--- src/hw/rtl/skhc_ram.sv ---
`timescale 1ns / 1ps
module skhc_ram #(
   parameter int WIDTH = 8,
   parameter int DEPTH = 64
) (
   input  logic                     clock,
   input  logic                     wr_en,
   input  logic [$clog2(DEPTH)-1:0] wr_addr,
   input  logic [WIDTH-1:0]         wr_data,
   input  logic [$clog2(DEPTH)-1:0] rd_addr,
   output logic [WIDTH-1:0]         rd_data
);

   logic [WIDTH-1:0] mem [DEPTH];
   logic [WIDTH-1:0] rd_data_ff;

   always_ff @(posedge clock) begin
      if (wr_en) begin
         mem[wr_addr] <= wr_data;
      end
      rd_data_ff <= mem[rd_addr];
   end

   assign rd_data = rd_data_ff;

endmodule

--- config.mk ---
export PLATFORM = sky130hd
export DESIGN_NAME = skhc_ram
export DESIGN_NICKNAME = d
export VERILOG_FILES = /design/src/hw/rtl/skhc_ram.sv
export SDC_FILE = /design/constraint.sdc
export NUM_CORES = 1
export LEC_CHECK = 0
export BUFFER_PORTS_ARGS = -buffer_cell sky130_fd_sc_hd__buf_4
export CORE_MARGIN = 2
export CORE_UTILIZATION = 55
export CTS_CLUSTER_DIAMETER = 60
export CTS_CLUSTER_SIZE = 40
export DETAILED_ROUTE_END_ITERATION = 16
export PLACE_DENSITY = 0.74
export SYNTH_ARGS = -nofsm -noshare
export SYNTH_HDL_FRONTEND = slang
export SYNTH_SLANG_ARGS = --single-unit
export TNS_END_PERCENT = 20
--- constraint.sdc ---
create_clock -name clock -period 6.63 [get_ports clock]
set_clock_uncertainty 0.15 [all_clocks]
set_input_delay 1.6575 -clock clock [delete_from_list [all_inputs] [get_ports clock]]
set_output_delay 1.6575 -clock clock [all_outputs]
set_load 0.01 [all_outputs]
# Word level (Yosys, flattened, before mapping)
# Memory sizes are Yosys's and may differ from the RTL's. A register that Yosys moved wholly into a read port is not among the register bits.
# Index checks and enable logic that the tools add are counted.
# word_totals
regBits	0
ramBits	512
out_inout_bits	8
word_cells	3
memories	1
# mem_list
memory	depth	width	rd	rd_ports_with_merged_regs	write_ports	line_no	text
mem	64	8	1	1	1	14	logic [WIDTH-1:0] mem [DEPTH];
# classes
mux	2
# op_table
op	n
1-bit 2-to-1 mux	2

# Logic depth before layout (Yosys ltp)
# depth
word_depth	2
depth_mapped	9
ltp_nobuf	5

# Worst setup path after synthesis
# No wires, ideal clock.
# synth_timing
path_type	input-to-reg
startpoint	input port rd_addr[1]
endpoint	register rd_data_ff[3], in the netlist rd_data[3], read port of mem
setup_ns	0.128
arrival_ns	3.197
path_slack_ns	3.155
path_stages	7
n_path_buf	3
cell_sequence	buf_4 > buf_2 > buf_2 > mux4_2 > mux4_2 > o21ai_1 > o41ai_1
# synth_rtl
item	line_no	text
start, declared	10	input logic [$clog2(DEPTH)-1:0] rd_addr,
end, declared	15	logic [WIDTH-1:0] rd_data_ff;

==> summary.md <==
| Metric | Value |
|---|---|
| Status | `completed` |
| Dpl ws | `2.205 ns` |
| Syn Std Cell Area | `20170 µm²` |
| Top Ports | `30` |
| Leak | `6.668 nW` |
| Cell area after layout | `21840 µm²` |
| Clock-pin slew of the registers on the worst-case setup and hold paths | `0.10 ns` |
| Number of global-route vias before repair | `9461` |
| ANT cells | `0` |
| Final WL | `41.57 mm` |
| Max Clk Rate | `262.4 MHz` |
| Worst slew margin | `35.16%` |
| Crit path capture type | `register` |
| Multi-input gate area | `4315 µm²` |
| Remaining global-route overflow | `0` |
| Detail Route Antenna Nets | `0` |
| Die span in x | `195.5 µm` |
| Area after DPL | `20750 µm²` |
| Layout cell share with drive strength beyond 1 | `23.57%` |
| Critical Path AT | `4.13 ns` |
| Largest net degree at the start of global routing | `67` |
| CTS sink count | `520` |
| Mean routed wirelength per cell | `28.71 µm` |
| CP bufs+invs | `2` |
| Tightest Pin Transition | `0.9690 ns` |
| Crit path time final | `3.811 ns` |
| Ys Warns | `0` |
| CTS tree | `built` |
| First-pass DRT Iterations | `7` |
| Filler Cell Count | `2449` |
| Initial Utilization | `55.48%` |
| Endpoints failing setup | `0` |
| FFs w/ async S/R, synth | `0%` |
| Die H | `195.5 µm` |
| Top_reg_cell synth | `edfxtp_1` |
| CP max stage cell | `clkbuf_8` |
| Total power | `0.006102 W` |
| P&R area growth vs syn | `8.295%` |
| Nets | `980` |
| PortBufs | `29` |
| Core area | `36350 µm²` |
| Setup_tns | `0 ns` |
| Rows | `70` |
| Detailed Route Iter0 Violations | `1011` |
| Final number of hold-violating endpoints | `0` |
| Finished Core Util | `60.09%` |
| Post-synthesis register bit count | `520` |
| CP max stage delay | `0.62 ns` |
| CTS buffer count | `29` |
| Critical Path Source Type | `input pin` |
| PnR worst setup slack | `2.819 ns` |
| CP Max Fanout | `66` |
| Storage element area | `15530 µm²` |
| Clock buffer depth | `3` |
| Post-CTS Setup Inserts | `0` |
| Gpl congestion | `0.7914` |
| Clk_lat worst skew | `0.61 ns` |
| Peak VDD IR | `0.2361 mV` |
| Unique masters post-synth | `40` |
| Root Buffer | `clkbuf_16` |
| Die ar. | `38210 µm²` |
| Via count | `9406` |
| Total track usage | `22.57%` |
| First-pass GRT wire length | `62.85 mm` |
| CP top delay family | `buffers and inverters` |
| Seq/Total Area, Yosys | `77.03%` |
| Hold crit path type | `register to register` |
| Post-synth EDFFs | `512` |
| H-tree levels | `1` |
| Post-CTS Resized | `0` |
| Post-CTS Hold Buffers | `0` |
| Required @ worst endpoint | `6.95 ns` |
| # Max-Cap Violations | `0` |
| Pins Over Slew Limit | `0` |
| Fin crit share | `57.47%` |
| DP Wirelength | `24.83 mm` |
| RSZ-0062 raised after global routing | `false` |
| Pwr dens | `279.4 nW/µm²` |
| Post-Synthesis Net Count | `962` |
| Kind of critical path | `input pin to register` |
| Mapped Cells | `940` |
| CP Cell Sequence | `clkbuf_8 -> buf_4 -> mux4_2 -> mux2i_1 -> a21oi_1 -> o21ai_1 -> o41ai_1` |
| Syn avg cell area | `21.45 µm²` |
| Number of remaining DRC errors | `0` |
| Vias per inst | `6.496` |
| Antenna violations before repair | `0` |
[state kept, by name (all words and copies together), names as in the netlist]
name	count
mem	512
rd_data	8
[cells in the mapped netlist, drive strengths merged, types with 4 or more instances]
| master | n | area, µm² |
|---|---|---|
| edfxtp | 512 | 15370 |
| mux4 | 126 | 2838 |
| nor2 | 83 | 311.6 |
| buf | 34 | 252.7 |
| mux2i | 23 | 230.2 |
| nand2 | 19 | 71.32 |
| clkbuf | 17 | 63.81 |
| nor2b | 14 | 87.58 |
| mux2 | 13 | 146.4 |
| nand3 | 13 | 65.06 |
| dfxtp | 8 | 160.2 |
| o221ai | 8 | 70.07 |
| o22ai | 8 | 50.05 |
| nand2b | 7 | 43.79 |
| nor3 | 7 | 35.03 |
| a221oi | 6 | 52.55 |
| a211oi | 4 | 30.03 |
| o21ai | 4 | 20.02 |
[placed cells by master, fill, tap and decap left out, types with 11 or more instances in the layout]
cell       synthesis  layout
mux2i_1           23      23
nand2_1           19      19
mux4_2           126     126
buf_4             13      35
clkbuf_16          0      29
edfxtp_1         512     512
clkinv_8           0      11
nor2b_1           14      14
nor2_1            83      83
nand3_1           13      13
mux2_2            13      13
[routing by layer]
| layer | vias up | GRT usage [%] | share of wire [%] |
|---|---|---|---|
| li1 | 3952 | - | - |
| met4 | 0 | 6.446 | 2.6 |
| met5 | - | 0 | 0 |
| met2 | 426 | 35.37 | 48 |
| met3 | 63 | 4.387 | 8.6 |
| met1 | 4965 | 33.00 | 41 |
[per-stage QoR]
step / std cells / hold slack [ns]
2_1_floorplan: 940 / 0.5683
3_3_place_gp: 1395 / 0.6405
3_5_place_dp: 1395 / 0.6606
4_1_cts: 1448 / 0.6929
5_1_grt: 1448 / 0.7551
6_report: 1448 / 0.7066
[kinds of logic (layout without fill, tap and decap cells)]
logic type	Yosys count	after routing	synth area share [%]
buffers and inverters	51	91	1.570
multiplexers	162	162	15.94
AND/OR/NAND/NOR	153	153	3.387
AO/OA/AOI/OAI	54	54	2.072
flip-flops	520	520	77.03
[power breakdown]
| part | switching, W | total (W) | internal [W] | leakage, nW |
|---|---|---|---|---|
| clock | 0.00119 | 0.00213 | 0.000936 | 0.521 |
| combinational | 0.000202 | 0.000328 | 0.000126 | 1.47 |
| sequential | 0.0000115 | 0.00364 | 0.00363 | 4.67 |
[tightest hold or removal path, delay by kind of cell (launching register included)]
| kind | cells | cell delay (ns) |
|---|---|---|
| AO/OA/AOI/OAI | 1 | 0.22 |
| flip-flops | 1 | 0.33 |
| multiplexers | 1 | 0.22 |
| AND/OR/NAND/NOR | 1 | 0.04 |
[path summary, 6_finish.rpt]
check	start	to	slack (ns)	depth (start not counted)
worst max register to register	mem[29][6]	rd_data[6]	4.46	5
worst max-delay path	rd_addr[0]	rd_data[5]	2.82	7
worst min-delay path	mem[31][4]	rd_data[4]	0.71	3
worst min register to register	mem[31][4]	rd_data[4]	0.71	3
[layout make-up]
type,instances,share of cell area (%)
timing repair buffer,38,1.449
clock inverter,24,1.656
multi-input combinational,369,19.76
tap,468,2.681
sequential,520,71.13
clock buffer,29,3.323
Power figures use the tool's default switching activity.
