File: src/hw/rtl/skhc_pkg.sv
`timescale 1ns / 1ps
package skhc_pkg;

   // opcodes
   localparam logic [1:0] OP_MARK   = 2'd0;
   localparam logic [1:0] OP_UNMARK = 2'd1;
   localparam logic [1:0] OP_COUNT  = 2'd2;
   localparam logic [1:0] OP_NOP    = 2'd3;

   // result status codes
   localparam logic [1:0] ST_DONE   = 2'd0;
   localparam logic [1:0] ST_FULL   = 2'd1;
   localparam logic [1:0] ST_ABSENT = 2'd2;

   // slot modes
   localparam logic [1:0] MODE_EMPTY = 2'd0;
   localparam logic [1:0] MODE_LIVE  = 2'd1;
   localparam logic [1:0] MODE_TOMB  = 2'd2;

   localparam int KEY_LEN_W = 5;
   localparam int COUNT_W   = 31;
   localparam int HASH_W    = 64;
   localparam logic [COUNT_W-1:0] COUNT_MAX = {COUNT_W{1'b1}};

   localparam logic [HASH_W-1:0] FNV_BASIS = 64'hcbf29ce484222325;

   // fnv prime 0x100000001b3 = 1 + 2 + 16 + 32 + 128 + 256 + 2^40
   // the unit term is the starting value, the rest are added one per cycle
   localparam int MUL_TERMS = 6;
   localparam int MUL_SHIFT [MUL_TERMS] = '{1, 4, 5, 7, 8, 40};

   typedef enum logic [1:0] {
      HS_IDLE,
      HS_XOR,
      HS_MUL,
      HS_MOD
   } hash_state_type;

   typedef enum logic [2:0] {
      TS_CLEAR,
      TS_IDLE,
      TS_HASH,
      TS_READ,
      TS_CHECK,
      TS_RESP
   } top_state_type;

endpackage

File: src/hw/rtl/skhc_hash.sv
`timescale 1ns / 1ps
module skhc_hash #(
   parameter int TABLE_SLOTS   = 64,
   parameter int MAX_KEY_BYTES = 16
) (
   input  logic                                clock,
   input  logic                                reset,
   input  logic                                start,
   input  logic [8*MAX_KEY_BYTES-1:0]          key,
   input  logic [skhc_pkg::KEY_LEN_W-1:0]      key_length,
   output logic                                done,
   output logic [$clog2(TABLE_SLOTS)-1:0]      home
);

   localparam int KEY_W = 8 * MAX_KEY_BYTES;
   localparam int IDX_W = $clog2(TABLE_SLOTS);
   localparam int BIT_W = $clog2(skhc_pkg::HASH_W);

   skhc_pkg::hash_state_type hs_ff, hs_in;

   logic [KEY_W-1:0]                   key_sr_ff;
   logic [skhc_pkg::KEY_LEN_W-1:0]     left_ff;
   logic [skhc_pkg::HASH_W-1:0]        h_ff;
   logic [skhc_pkg::HASH_W-1:0]        base_ff;
   logic [2:0]                         term_ff;
   logic [IDX_W-1:0]                   rem_ff;
   logic [BIT_W-1:0]                   bit_ff;

   logic [skhc_pkg::HASH_W-1:0]        mixed;
   logic [IDX_W:0]                     rem_wide;
   logic [IDX_W:0]                     rem_red;
   logic                               last_term;
   logic                               last_bit;

   assign mixed     = h_ff ^ {{(skhc_pkg::HASH_W-8){1'b0}}, key_sr_ff[7:0]};
   assign last_term = (term_ff == 3'(skhc_pkg::MUL_TERMS - 1));
   assign last_bit  = (bit_ff == BIT_W'(skhc_pkg::HASH_W - 1));

   // one remainder bit per cycle, msb first
   assign rem_wide = {rem_ff, h_ff[skhc_pkg::HASH_W-1]};
   assign rem_red  = (rem_wide >= (IDX_W+1)'(TABLE_SLOTS))
                     ? rem_wide - (IDX_W+1)'(TABLE_SLOTS) : rem_wide;

   // next state
   always_comb begin
      hs_in = hs_ff;
      case (hs_ff)
         skhc_pkg::HS_IDLE: if (start) hs_in = skhc_pkg::HS_XOR;
         skhc_pkg::HS_XOR: begin
            if (left_ff == '0) hs_in = skhc_pkg::HS_MOD;
            else hs_in = skhc_pkg::HS_MUL;
         end
         skhc_pkg::HS_MUL: if (last_term) hs_in = skhc_pkg::HS_XOR;
         skhc_pkg::HS_MOD: if (last_bit) hs_in = skhc_pkg::HS_IDLE;
         default: hs_in = skhc_pkg::HS_IDLE;
      endcase
   end

   // outputs
   always_comb begin
      done = 1'b0;
      home = rem_red[IDX_W-1:0];
      case (hs_ff)
         skhc_pkg::HS_MOD: done = last_bit;
         default: done = 1'b0;
      endcase
   end

   always_ff @(posedge clock) begin
      if (reset) begin
         hs_ff <= skhc_pkg::HS_IDLE;
      end else begin
         hs_ff <= hs_in;
      end
   end

   always_ff @(posedge clock) begin
      case (hs_ff)
         skhc_pkg::HS_IDLE: begin
            key_sr_ff <= key;
            left_ff   <= key_length;
            h_ff      <= skhc_pkg::FNV_BASIS;
            rem_ff    <= '0;
            bit_ff    <= '0;
         end
         skhc_pkg::HS_XOR: begin
            if (left_ff != '0) begin
               h_ff      <= mixed;
               base_ff   <= mixed;
               term_ff   <= '0;
               key_sr_ff <= key_sr_ff >> 8;
               left_ff   <= left_ff - 1'b1;
            end
         end
         skhc_pkg::HS_MUL: begin
            h_ff    <= h_ff + (base_ff << skhc_pkg::MUL_SHIFT[term_ff]);
            term_ff <= term_ff + 1'b1;
         end
         skhc_pkg::HS_MOD: begin
            rem_ff <= rem_red[IDX_W-1:0];
            h_ff   <= h_ff << 1;
            bit_ff <= bit_ff + 1'b1;
         end
         default: begin
            bit_ff <= '0;
         end
      endcase
   end

endmodule

File: config.mk
export PLATFORM = sky130hd
export DESIGN_NAME = skhc_hash
export DESIGN_NICKNAME = d
export VERILOG_FILES = /design/src/hw/rtl/skhc_pkg.sv /design/src/hw/rtl/skhc_hash.sv
export SDC_FILE = /design/constraint.sdc
export NUM_CORES = 1
export LEC_CHECK = 0
export ABC_CLOCK_PERIOD_IN_PS = 7300
export BUFFER_PORTS_ARGS = -buffer_cell sky130_fd_sc_hd__clkbuf_2
export CORE_UTILIZATION = 34
export DETAILED_ROUTE_END_ITERATION = 6
export PLACE_DENSITY = 0.6
export SLEW_MARGIN = 20
export SYNTH_ARGS = -nofsm -noshare
export SYNTH_HDL_FRONTEND = slang
export SYNTH_SLANG_ARGS = --single-unit
File: constraint.sdc
create_clock -name clock -period 7.3 [get_ports clock]
set_clock_uncertainty 0.2 [all_clocks]
set_input_delay 0.73 -clock clock [delete_from_list [all_inputs] [get_ports clock]]
set_output_delay 0.73 -clock clock [all_outputs]
set_load 0.02 [all_outputs]
; Word-level counts from Yosys, hierarchy flattened
; Memories as Yosys holds them, arrays and structs flattened.
; Index checks and enable logic that the tools add are counted.
[word_totals]
romBits = 256
word_cells = 57
memories = 1
register_bits = 278
[memory_table]
columns = memory, words, width, rd, rd_ports_with_merged_regs, wr, line_no
row1 = (no name shown), 8, 32, 1, 0, 0, skhc_hash.sv:96  ; h_ff <= h_ff + (base_ff << skhc_pkg::MUL_SHIFT[term_ff]);
[classes]
n_reduce_logical = 10
eq_ne = 9
n_bitwise = 2
n_lt_le_gt_ge = 2
mux = 19
addsub = 5
n_shift = 1
[op_table]
columns = operator, count
row1 = $pmux 128 s2, 1
row2 = $pmux 64 s4, 1
row3 = $mux 128, 1
row4 = $add 64x64->64, 1
row5 = $mux 32, 2
row6 = $mux 64, 1
row7 = $shl 64x32->64, 1
row8 = $xor 64x8->64, 1
row9 = $pmux 6 s2, 2
row10 = $pmux 5 s2, 1
row11 = $ne 2x2->1 const B, 4
row12 = $pmux 2 s4, 1
row13 = $ge 7x7->1 const B, 1
row14 = $add 6x1->6 const B, 1
row15 = $eq 6x6->1 const B, 1
row16 = $mux 2, 3
row17 = $mux 6, 1
row18 = $pmux 3 s2, 1
row19 = $reduce_and 2->1, 3
row20 = $reduce_bool 2->1, 3
row21 = $sub 6x1->6 const B, 1
row22 = $logic_not 5->1, 1
row23 = $mux 5, 1
row24 = $reduce_bool 5->1, 1
row25 = other kinds (11), 13

; Longest topological paths before layout
; Gate-level depths: netlist of run 1.
[depth]
ltp_word = 7
depth_mapped = 24
depth_no_buf = 21

; Least setup slack after synthesis of run 1
; OpenSTA, ideal clock, no wires.
[synth_timing]
path_type = register -> register
start = register term_ff[0]
end = register h_ff[63] in the netlist's numbering (data pin)
synth_period_minus_slack_ns = 5.417
setup_ns = 0.271
setup_slack_ns = 1.883
arrival_time_ns = 4.946
t_required_ns = 6.829
n_path_buf = 6
path_stages_with_launch = 21
path_cell_list = edfxtp_1 inv_1 clkbuf_1 clkbuf_1 ha_1 clkbuf_1 clkbuf_1 buf_1 mux2i_1 o21ai_0 ha_1 buf_4 nand4_2 or4_1 a31oi_1 o21bai_1 a31o_4 o21ai_4 a21oi_2 a221oi_2 o311ai_1
[synth_between]
elab_chain_cells = 7
[synth_rtl]
columns = element, line_no
row1 = from (decl), skhc_hash.sv:25  ; logic [2:0] term_ff;
row2 = from (signal assigned), skhc_hash.sv:97  ; term_ff <= term_ff + 1'b1;
row3 = $not 3->4 (not written as such), skhc_hash.sv:96
row4 = $mem_v2 8x32, -
row5 = $mux 32 (not written as such) (2 in a row), skhc_hash.sv:96
row6 = $shl 64x32->64, skhc_hash.sv:96
row7 = $add 64x64->64, skhc_hash.sv:96
row8 = $pmux 64 s4, skhc_hash.sv:78  ; case (hs_ff)
row9 = to (signal assigned), skhc_hash.sv:82  ; h_ff <= skhc_pkg::FNV_BASIS;
row10 = to (signal assigned), skhc_hash.sv:96
row11 = to (signal assigned), skhc_hash.sv:101  ; h_ff <= h_ff << 1;
row12 = to (decl), skhc_hash.sv:23  ; logic [skhc_pkg::HASH_W-1:0] h_ff;
; No other way between the ends. The select of a mux whose other input is x is not followed.
; A chain may end at the register's enable or synchronous reset.

; Final worst setup path of run 1
[layout_timing]
start = register term_ff[0]
end = register h_ff[47] in the netlist's numbering (data pin)
; The elaborated chain is that of the path after synthesis.

==> impl_metrics.json, run 1 <==
{
  "outcome": "completed",
  "synth-edff-count": 275,
  "timing.critical_path.cells": "buf_4 -> ha_1 -> ha_4 -> buf_4 -> mux2i_1 -> mux2i_1 -> o21ai_0 -> ha_1 -> a21o_1 -> a21o_1 -> a2111oi_0 -> o41ai_1 -> a21oi_1 -> o221a_2 -> o21ai_4 -> a21oi_2 -> xor2_1 -> o21ai_0",
  "ff_latch_area_mm2": 0.00830,
  "cts.root.buffer_cell": "sky130_fd_sc_hd__clkbuf_16",
  "htreeDepth": 1,
  "dr_total_vias": 13106,
  "critPathMaxStageDelay_ns": 0.56,
  "hold_path.startpoint": "reset",
  "reg2reg_depth": 18,
  "cts_setup_buffers": 0,
  "maxSlewHeadroom_pct": 32.3,
  "cts_num_sinks": 277,
  "gp_congestion": 0.953,
  "floorplan.core_area_mm2": 0.0515,
  "post_detail_place_hpwl_um": 35400,
  "multi_input_logic_area_mm2": 0.00898,
  "r2r_slack_ns": 1.23,
  "cts_hold_buffers": 0,
  "timing.final.max_slew_violations": 0,
  "timing.final.crit_share_pct": 83.2,
  "area_growth_syn_to_layout_pct": 13.5,
  "worstHoldPathCells": 2,
  "synth_cells": 1621,
  "drv_cap": 0,
  "ys_ff_latch": 277,
  "critPathArrivalTime_ns": 6.19,
  "netlist-cell-type-count": 71,
  "finalSetupViolCount": 0,
  "leading_area_contributor_after_synthesis": "sky130_fd_sc_hd__edfxtp_1",
  "buffering_stage_count_on_the_worst_path_with_inverters_included": 2,
  "period_minus_slack_ns": 6.07,
  "place.port_buffers": 142,
  "wirelength_um": 48600,
  "totalNegativeSetupSlack_ns": 0,
  "first_pass_grt_wire_length_um": 75700,
  "postCtsResizedCells": 0,
  "layout.cells.most_common": "sky130_fd_sc_hd__edfxtp_1",
  "worst_r2r_startpoint": "term_ff[0]",
  "ant_nets": 0,
  "start_util_pct": 34.5,
  "timing.critical_path.fanout_max": 37,
  "max_clock_freq_ghz": 0.165,
  "holdCritPathClass": "in -> reg",
  "post_synth_instance_area_mm2": 0.0178,
  "grt_start_max_net_pins": 87,
  "min_to": "hs_ff[0]",
  "crit_path_start_kind": "flip-flop",
  "synth_top_area_share_pct": 46.5,
  "antenna_found_initial": 0,
  "critical_path.slowest_cell": "sky130_fd_sc_hd__ha_4",
  "design.portCount": 143,
  "detail_route.iter0.violations": 1077,
  "cp_data_required_time_ns": 7.42,
  "mappedNetlistNets": 1835,
  "drt_pre_antenna_iters": 6,
  "layout.cells.most_common_list": "sky130_fd_sc_hd__edfxtp_1, sky130_fd_sc_hd__mux2i_1, sky130_fd_sc_hd__nand2_1",
  "cts_max_path_buffers": 3,
  "die_w_um": 231,
  "viasPerCell": 5.45,
  "worst_skew_pair.late_latency_ns": 0.61,
  "yosys-top-cells-area": "sky130_fd_sc_hd__edfxtp_1, sky130_fd_sc_hd__mux2i_1, sky130_fd_sc_hd__mux2_2",
  "worstMarginPinSlew_ns": 1.01,
  "rows": 83,
  "diodes": 0,
  "nNetsFinal": 1918,
  "synth.avg_cell_area_um2": 11.0,
  "async_flop_share_pct": 0,
  "cts.reportedPaths.clkPinSlew_ns": 0.06,
  "fp.dieH_um": 231,
  "hold_violations": 0,
  "yosys_warns": 0,
  "numCtsBuffers": 31,
  "drt_drc_violations_left": 0,
  "fp.dieArea_mm2": 0.0532,
  "grt_usage_pct": 18.1,
  "layout.filler_cells": 5034,
  "crit_start": "term_ff[0]",
  "routed_wire_length_per_instance_um": 20.2,
  "first_global_vias": 13077,
  "ys_seq_area_share_pct": 46.7,
  "worstReg2RegEnd": "h_ff[47]",
  "drive_above_1_share_pct": 20.3,
  "cts_tree": "built",
  "type_of_the_setup_path_with_the_least_slack": "reg -> reg",
  "synth-main-ff-cell": "sky130_fd_sc_hd__edfxtp_1",
  "unrepaired_setup_endpoints_after_global_routing": "no",
  "cpLargestDelayFamily": "compound AO/OA/AOI/OAI gates",
  "worst_setup_path_end_kind": "flip-flop",
  "globalRoute.totalOverflow": 0
}
==> state kept, by name (all words and copies together), names as in the netlist <==
register / count
bit_ff: 6
rem_ff: 5
key_sr_ff: 128
h_ff: 64
left_ff: 5
base_ff: 64
hs_ff: 2
term_ff: 3
==> synthesized netlist by cell type, types with 10 or more instances <==
cell                       instances
sky130_fd_sc_hd__edfxtp_1        275
sky130_fd_sc_hd__mux2i_1         166
sky130_fd_sc_hd__nand2_1         145
sky130_fd_sc_hd__mux2_2          121
sky130_fd_sc_hd__a21oi_1         113
sky130_fd_sc_hd__o21ai_0         102
sky130_fd_sc_hd__nor2_1           85
sky130_fd_sc_hd__clkbuf_1         80
sky130_fd_sc_hd__ha_1             77
sky130_fd_sc_hd__xnor2_1          38
sky130_fd_sc_hd__a21o_1           36
sky130_fd_sc_hd__nor2b_1          35
sky130_fd_sc_hd__xor2_1           30
sky130_fd_sc_hd__inv_1            29
sky130_fd_sc_hd__a31oi_1          24
sky130_fd_sc_hd__nand4_1          23
sky130_fd_sc_hd__a211oi_1         22
sky130_fd_sc_hd__nand3_1          20
sky130_fd_sc_hd__a22oi_1          18
sky130_fd_sc_hd__buf_2            16
sky130_fd_sc_hd__nor3_1           14
sky130_fd_sc_hd__o21bai_1         12
sky130_fd_sc_hd__and3_1           10
==> cell families after synthesis <==
| group | synth area share, % |
|---|---|
| AOI/OAI and AO/OA | 14.6 |
| xor gates and xnor gates | 3.35 |
| and+or+nand+nor | 9.43 |
| muxes | 17.3 |
| DFF | 46.7 |
| buffers and inverters | 3.16 |
| adders and majority gates | 5.53 |
==> through the flow <==
| step | hold WS (ns) | setup WS, ns | util (%) | cell area, um2 | instances |
|---|---|---|---|---|---|
| 2_1_floorplan | 0.257 | 1.88 | - | 17800 | 1621 |
| 3_3_place_gp | 0.288 | 1.28 | 37.1 | 19100 | 2350 |
| 3_5_place_dp | 0.290 | 1.30 | 37.1 | 19100 | 2350 |
| 4_1_cts | 0.0781 | 1.30 | 39.1 | 20200 | 2405 |
| 5_1_grt | 0.0937 | 0.838 | 39.2 | 20200 | 2406 |
| 6_report | 0.110 | 1.23 | 39.2 | 20200 | 2406 |
==> routing by layer <==
metal,share of wire (%),vias to the layer above,track usage (%)
met1,44,6310,23.7
li1,-,6290,-
met2,46,430,29.5
met3,7.6,76,3.93
met5,0,-,0
met4,2.8,0,5.77
==> area by class of cell <==
cell class                      count  area share [%]
Clock inverter                     17            1.23
Tap cell                          680            4.22
Timing Repair Buffer              160            4.38
Inverter                           29           0.540
Multi-Input combinational cell   1205            44.5
Clock buffer                       38            3.98
Sequential cell                   277            41.1
==> worst max path at each step <==
stage	endpoint	slack, ns	cells past startpoint
6_report	h_ff[47]	1.23	18
5_1_grt	h_ff[61]	0.84	18
4_1_cts	h_ff[47]	1.30	18
3_5_place_dp	h_ff[61]	1.30	18
3_3_place_gp	h_ff[61]	1.28	18
2_1_floorplan	h_ff[63]	1.88	20
Power of run 1 is not shown: default switching activity piles up to over one toggle a cycle in this logic, so the estimate is an artifact.
==> run 2: changes to the inputs <==
- ABC_CLOCK_PERIOD_IN_PS: 7300 -> 6000
- clock period: 7.3 -> 6 ns (I/O delays scaled with it)
==> run 2 against run 1 <==
Clock-buffer cell count shrank 3; register-to-register slack lost 0.69 ns; global-route usage grew 0.23 points; critical endpoint is now h_ff[63]; final area grew 0.27%.
==> impl_metrics.json, run 2 (synthesis results as in run 1) <==
{
  "outcome": "completed",
  "r2r_slack_ns": 0.54,
  "timing.critical_path.cells": "inv_1 -> ha_4 -> buf_4 -> mux2i_1 -> nor2b_1 -> a211oi_1 -> a31oi_1 -> ha_1 -> a21o_1 -> a21o_1 -> a21oi_1 -> a31oi_1 -> a211oi_1 -> nor3_1 -> a221oi_2 -> o311ai_1",
  "design.portCount": 143,
  "timing.final.crit_share_pct": 91.0,
  "detail_route.iter0.violations": 1098,
  "rows": 83,
  "cts_setup_buffers": 0,
  "viasPerCell": 5.47,
  "cts.reportedPaths.clkPinSlew_ns": 0.06,
  "worstHoldPathCells": 2,
  "fp.dieArea_mm2": 0.0532,
  "worstReg2RegEnd": "h_ff[63]",
  "timing.final.max_slew_violations": 0,
  "critPathMaxStageDelay_ns": 0.59,
  "drive_above_1_share_pct": 21.1,
  "numCtsBuffers": 31,
  "dr_total_vias": 13238,
  "worstMarginPinSlew_ns": 1.14,
  "cp_data_required_time_ns": 6.12,
  "critPathArrivalTime_ns": 5.58,
  "cpLargestDelayFamily": "compound AO/OA/AOI/OAI gates",
  "unrepaired_setup_endpoints_after_global_routing": "no",
  "reg2reg_depth": 16,
  "min_to": "key_sr_ff[20]",
  "grt_usage_pct": 18.3,
  "layout_top_registers": "key_sr_ff x128, base_ff x64, h_ff x64",
  "worst_r2r_startpoint": "term_ff[2]",
  "first_pass_grt_wire_length_um": 76800,
  "cts.root.buffer_cell": "sky130_fd_sc_hd__clkbuf_16",
  "diodes": 0,
  "place.port_buffers": 142,
  "layout.cells.most_common_list": "sky130_fd_sc_hd__edfxtp_1, sky130_fd_sc_hd__mux2i_1, sky130_fd_sc_hd__nand2_1",
  "routed_wire_length_per_instance_um": 20.4,
  "worst_setup_path_end_kind": "flip-flop",
  "fp.dieH_um": 231,
  "post_detail_place_hpwl_um": 36400,
  "drt_pre_antenna_iters": 5,
  "finalSetupViolCount": 0,
  "drv_cap": 0,
  "drt_drc_violations_left": 0,
  "area_growth_syn_to_layout_pct": 13.8,
  "wirelength_um": 49400,
  "cts_tree": "built",
  "antenna_found_initial": 2,
  "htreeDepth": 1,
  "maxSlewHeadroom_pct": 24.2,
  "layout.cells.most_common": "sky130_fd_sc_hd__edfxtp_1",
  "floorplan.core_area_mm2": 0.0515,
  "gp_congestion": 0.993,
  "totalNegativeSetupSlack_ns": 0,
  "type_of_the_setup_path_with_the_least_slack": "reg -> reg",
  "max_clock_freq_ghz": 0.183,
  "start_util_pct": 34.5,
  "first_global_vias": 13331,
  "cts_num_sinks": 277,
  "period_minus_slack_ns": 5.46,
  "crit_start": "term_ff[2]",
  "globalRoute.totalOverflow": 0,
  "ant_nets": 0,
  "critical_path.slowest_cell": "sky130_fd_sc_hd__mux2i_1",
  "hold_violations": 0,
  "holdCritPathClass": "in -> reg",
  "grt_start_max_net_pins": 88,
  "worst_skew_pair.late_latency_ns": 0.61,
  "buffering_stage_count_on_the_worst_path_with_inverters_included": 2,
  "hold_path.startpoint": "key[20]",
  "register_with_the_most_flip_flops": "key_sr_ff",
  "crit_path_start_kind": "flip-flop",
  "cts_max_path_buffers": 3,
  "timing.critical_path.fanout_max": 34,
  "placedInstanceArea_mm2": 0.0192,
  "final_cell_area_mm2": 0.0202,
  "nNetsFinal": 1932,
  "die_w_um": 231,
  "largest_reg_flops": 128
}
[run 2: cell count changes in the layout (fill, tap and decap cells not counted), sizes merged]
cell,before,now
dlygate4sd3,0,1
clkinv,10,16
buf,18,31
inv,30,31
bufinv,6,4
clkbuf,180,177
[run 2: timing repair]
item	CTS	global route
endpoints found under the setup margin	0	0
endpoints found under the hold margin	2	0
resized for setup	0	0
hold buffers	1	0
[run 2: how the worst max path moves through the flow]
stage / end / slack (ns) / cells after the start
detailed placement: h_ff[61] / 0.60 / 18
floorplan: h_ff[63] / 0.58 / 20
global placement: h_ff[61] / 0.65 / 18
global route: h_ff[61] / 0.21 / 20
finish: h_ff[63] / 0.54 / 16
CTS: h_ff[61] / 0.58 / 18
[run 2: per-stage QoR]
stage | hold slack, ns | util (%) | worst slack (ns) | instances
floorplan | 0.257 | - | 0.583 | 1621
CTS | 0.0743 | 39.3 | 0.576 | 2422
detailed placement | 0.285 | 37.3 | 0.595 | 2364
global placement | 0.280 | 37.3 | 0.650 | 2364
finish | 0.0944 | 39.3 | 0.541 | 2422
global route | 0.0788 | 39.3 | 0.212 | 2422
[run 2: per-layer routing]
metal | routed length (um) | GRT usage [%] | part of all wire [%]
met1 | 21100 | 23.6 | 43
met2 | 23100 | 30.4 | 47
met3 | 3600 | 3.99 | 7.3
met4 | 1500 | 5.73 | 3.0
met5 | 13 | 0 | 0.026
[run 2: cell type report]
type,count,area (um2)
Sequential cell,277,8300
Clock buffer,35,791
Multi-Input combinational cell,1205,8980
Tap cell,680,851
Timing Repair Buffer,174,966
Fill cell,5124,31300
Clock inverter,22,230
Inverter,29,109
Power of run 2 is left out for the same reason.
==> run 3: changes to the inputs <==
- CORE_UTILIZATION: 34 -> 35
- PLACE_DENSITY: 0.6 -> 0.61
==> run 3 against run 2 <==
Final area is 0.29% lower; sequential cell count stayed put; final cell count is 0.58% lower; wire length is 3.0% lower; via count is 0.54% lower; sequential share of layout area is 0.12 points higher; non-clock buffer count is 1 lower; clock-buffer cell count is 1 lower; maximum frequency is 1.3% lower; utilization is 0.93 points higher; global-route usage is 0.32 points higher; register-to-register slack worse by 0.07 ns.
==> impl_metrics.json, run 3 (synthesis results as in run 1) <==
{
  "outcome": "completed",
  "largest_reg_flops": 128,
  "cts_tree": "built",
  "ant_nets": 0,
  "drt_drc_violations_left": 0,
  "period_minus_slack_ns": 5.53,
  "critPathArrivalTime_ns": 5.66,
  "first_global_vias": 12905,
  "grt_usage_pct": 18.6,
  "drive_above_1_share_pct": 21.1,
  "layout.filler_cells": 4824,
  "crit_path_start_kind": "flip-flop",
  "die_w_um": 227,
  "floorplan.core_area_mm2": 0.0502,
  "timing.final.max_slew_violations": 0,
  "max_clock_freq_ghz": 0.181,
  "register_with_the_most_flip_flops": "key_sr_ff",
  "first_pass_grt_wire_length_um": 74400,
  "worst_setup_path_end_kind": "flip-flop",
  "totalNegativeSetupSlack_ns": 0,
  "rows": 82,
  "nNetsFinal": 1931,
  "fp.dieArea_mm2": 0.0517,
  "cts_num_sinks": 277,
  "hold_path.startpoint": "key[122]",
  "placedInstanceArea_mm2": 0.0192,
  "area_growth_syn_to_layout_pct": 13.5,
  "ff_latch_area_mm2": 0.00830,
  "dr_total_vias": 13166,
  "gp_congestion": 0.926,
  "r2r_slack_ns": 0.47,
  "post_detail_place_hpwl_um": 35000,
  "numCtsBuffers": 31,
  "worst_skew_pair.late_latency_ns": 0.61,
  "cts.root.buffer_cell": "sky130_fd_sc_hd__clkbuf_16",
  "wirelength_um": 47900,
  "antenna_found_initial": 0,
  "timing.critical_path.fanout_max": 20,
  "holdWs_ns": 0.0854,
  "worstReg2RegEnd": "h_ff[61]",
  "multi_input_logic_area_mm2": 0.00899,
  "min_to": "key_sr_ff[122]",
  "timing.final.crit_share_pct": 92.2,
  "viasPerCell": 5.47,
  "unrepaired_setup_endpoints_after_global_routing": "no",
  "design.portCount": 143,
  "worstHoldPathCells": 2,
  "diodes": 0,
  "cp_data_required_time_ns": 6.12,
  "worstMarginPinSlew_ns": 0.964,
  "layout.cells.most_common": "sky130_fd_sc_hd__edfxtp_1",
  "routed_wire_length_per_instance_um": 19.9,
  "htreeDepth": 1,
  "maxSlewHeadroom_pct": 35.6,
  "cts_max_path_buffers": 3,
  "hold_violations": 0,
  "holdCritPathClass": "in -> reg",
  "layout.cells.most_common_list": "sky130_fd_sc_hd__edfxtp_1, sky130_fd_sc_hd__mux2i_1, sky130_fd_sc_hd__nand2_1",
  "final_cell_area_mm2": 0.0202,
  "type_of_the_setup_path_with_the_least_slack": "reg -> reg",
  "cts.reportedPaths.clkPinSlew_ns": 0.06,
  "finalSetupViolCount": 0,
  "detail_route.iter0.violations": 963,
  "place.port_buffers": 142,
  "drv_cap": 0,
  "layout_top_registers": "key_sr_ff x128, base_ff x64, h_ff x64",
  "globalRoute.totalOverflow": 0,
  "fp.dieH_um": 227,
  "start_util_pct": 35.4,
  "reg2reg_depth": 19,
  "worst_r2r_startpoint": "term_ff[2]",
  "grt_start_max_net_pins": 88,
  "drt_pre_antenna_iters": 5
}
==> run 3: stage by stage <==
step	std cells	util, %	setup WS, ns
CTS	2408	40.2	0.470
global route	2408	40.2	0.119
floorplan	1621	-	0.583
finish	2408	40.2	0.469
detailed placement	2355	38.2	0.466
global placement	2355	38.2	0.477
==> run 3: worst max path at each step <==
stage,start,slack (ns),endpoint,cells after the start
after global placement,term_ff[2],0.48,h_ff[61],19
after CTS,term_ff[2],0.47,h_ff[61],19
after detailed placement,term_ff[2],0.47,h_ff[61],19
after floorplan,term_ff[0],0.58,h_ff[63],20
final,term_ff[2],0.47,h_ff[61],19
after global routing,term_ff[2],0.12,h_ff[61],19
==> run 3: routing by layer <==
| metal | vias to the layer above | share of wire, % | track usage (%) |
|---|---|---|---|
| met1 | 6373 | 45 | 25.7 |
| met3 | 76 | 6.2 | 3.18 |
| met5 | - | 0 | 0 |
| met2 | 406 | 46 | 29.7 |
| met4 | 0 | 2.9 | 5.59 |
| li1 | 6311 | - | - |
==> run 3: worst max-delay path: stages (launching register included) <==
cell and delay, ns:
sky130_fd_sc_hd__edfxtp_1 0.44, sky130_fd_sc_hd__inv_1 0.24, sky130_fd_sc_hd__ha_4 0.39, sky130_fd_sc_hd__buf_4 0.27, sky130_fd_sc_hd__mux2i_1 0.49, sky130_fd_sc_hd__mux2i_1 0.14
sky130_fd_sc_hd__o21ai_0 0.41, sky130_fd_sc_hd__ha_1 0.34, sky130_fd_sc_hd__nand4_1 0.16, sky130_fd_sc_hd__nor3_1 0.30, sky130_fd_sc_hd__o2111ai_1 0.30, sky130_fd_sc_hd__a311oi_2 0.38
sky130_fd_sc_hd__buf_4 0.20, sky130_fd_sc_hd__o31ai_1 0.06, sky130_fd_sc_hd__buf_4 0.17, sky130_fd_sc_hd__o211ai_1 0.24, sky130_fd_sc_hd__a21oi_1 0.14, sky130_fd_sc_hd__o21ai_1 0.16
sky130_fd_sc_hd__xnor2_1 0.13, sky130_fd_sc_hd__o21ai_0 0.08
==> run 3: repair_timing <==
item | CTS | global route
hold endpoints to repair | 2 | 0
endpoints found under the setup margin | 0 | 1
hold buffers | 1 | 0
resized for setup | 0 | 1
setup buffers | 0 | 0
==> run 3: layout make-up <==
type / count / share of cell area, %
inverters: 29 / 0.540
clock buffers: 34 / 3.90
multi-input cells: 1205 / 44.6
flip-flops and latches: 277 / 41.1
repair buffers: 173 / 4.75
well taps: 672 / 4.17
clock inverters: 18 / 0.900
Power of run 3 is left out for the same reason.
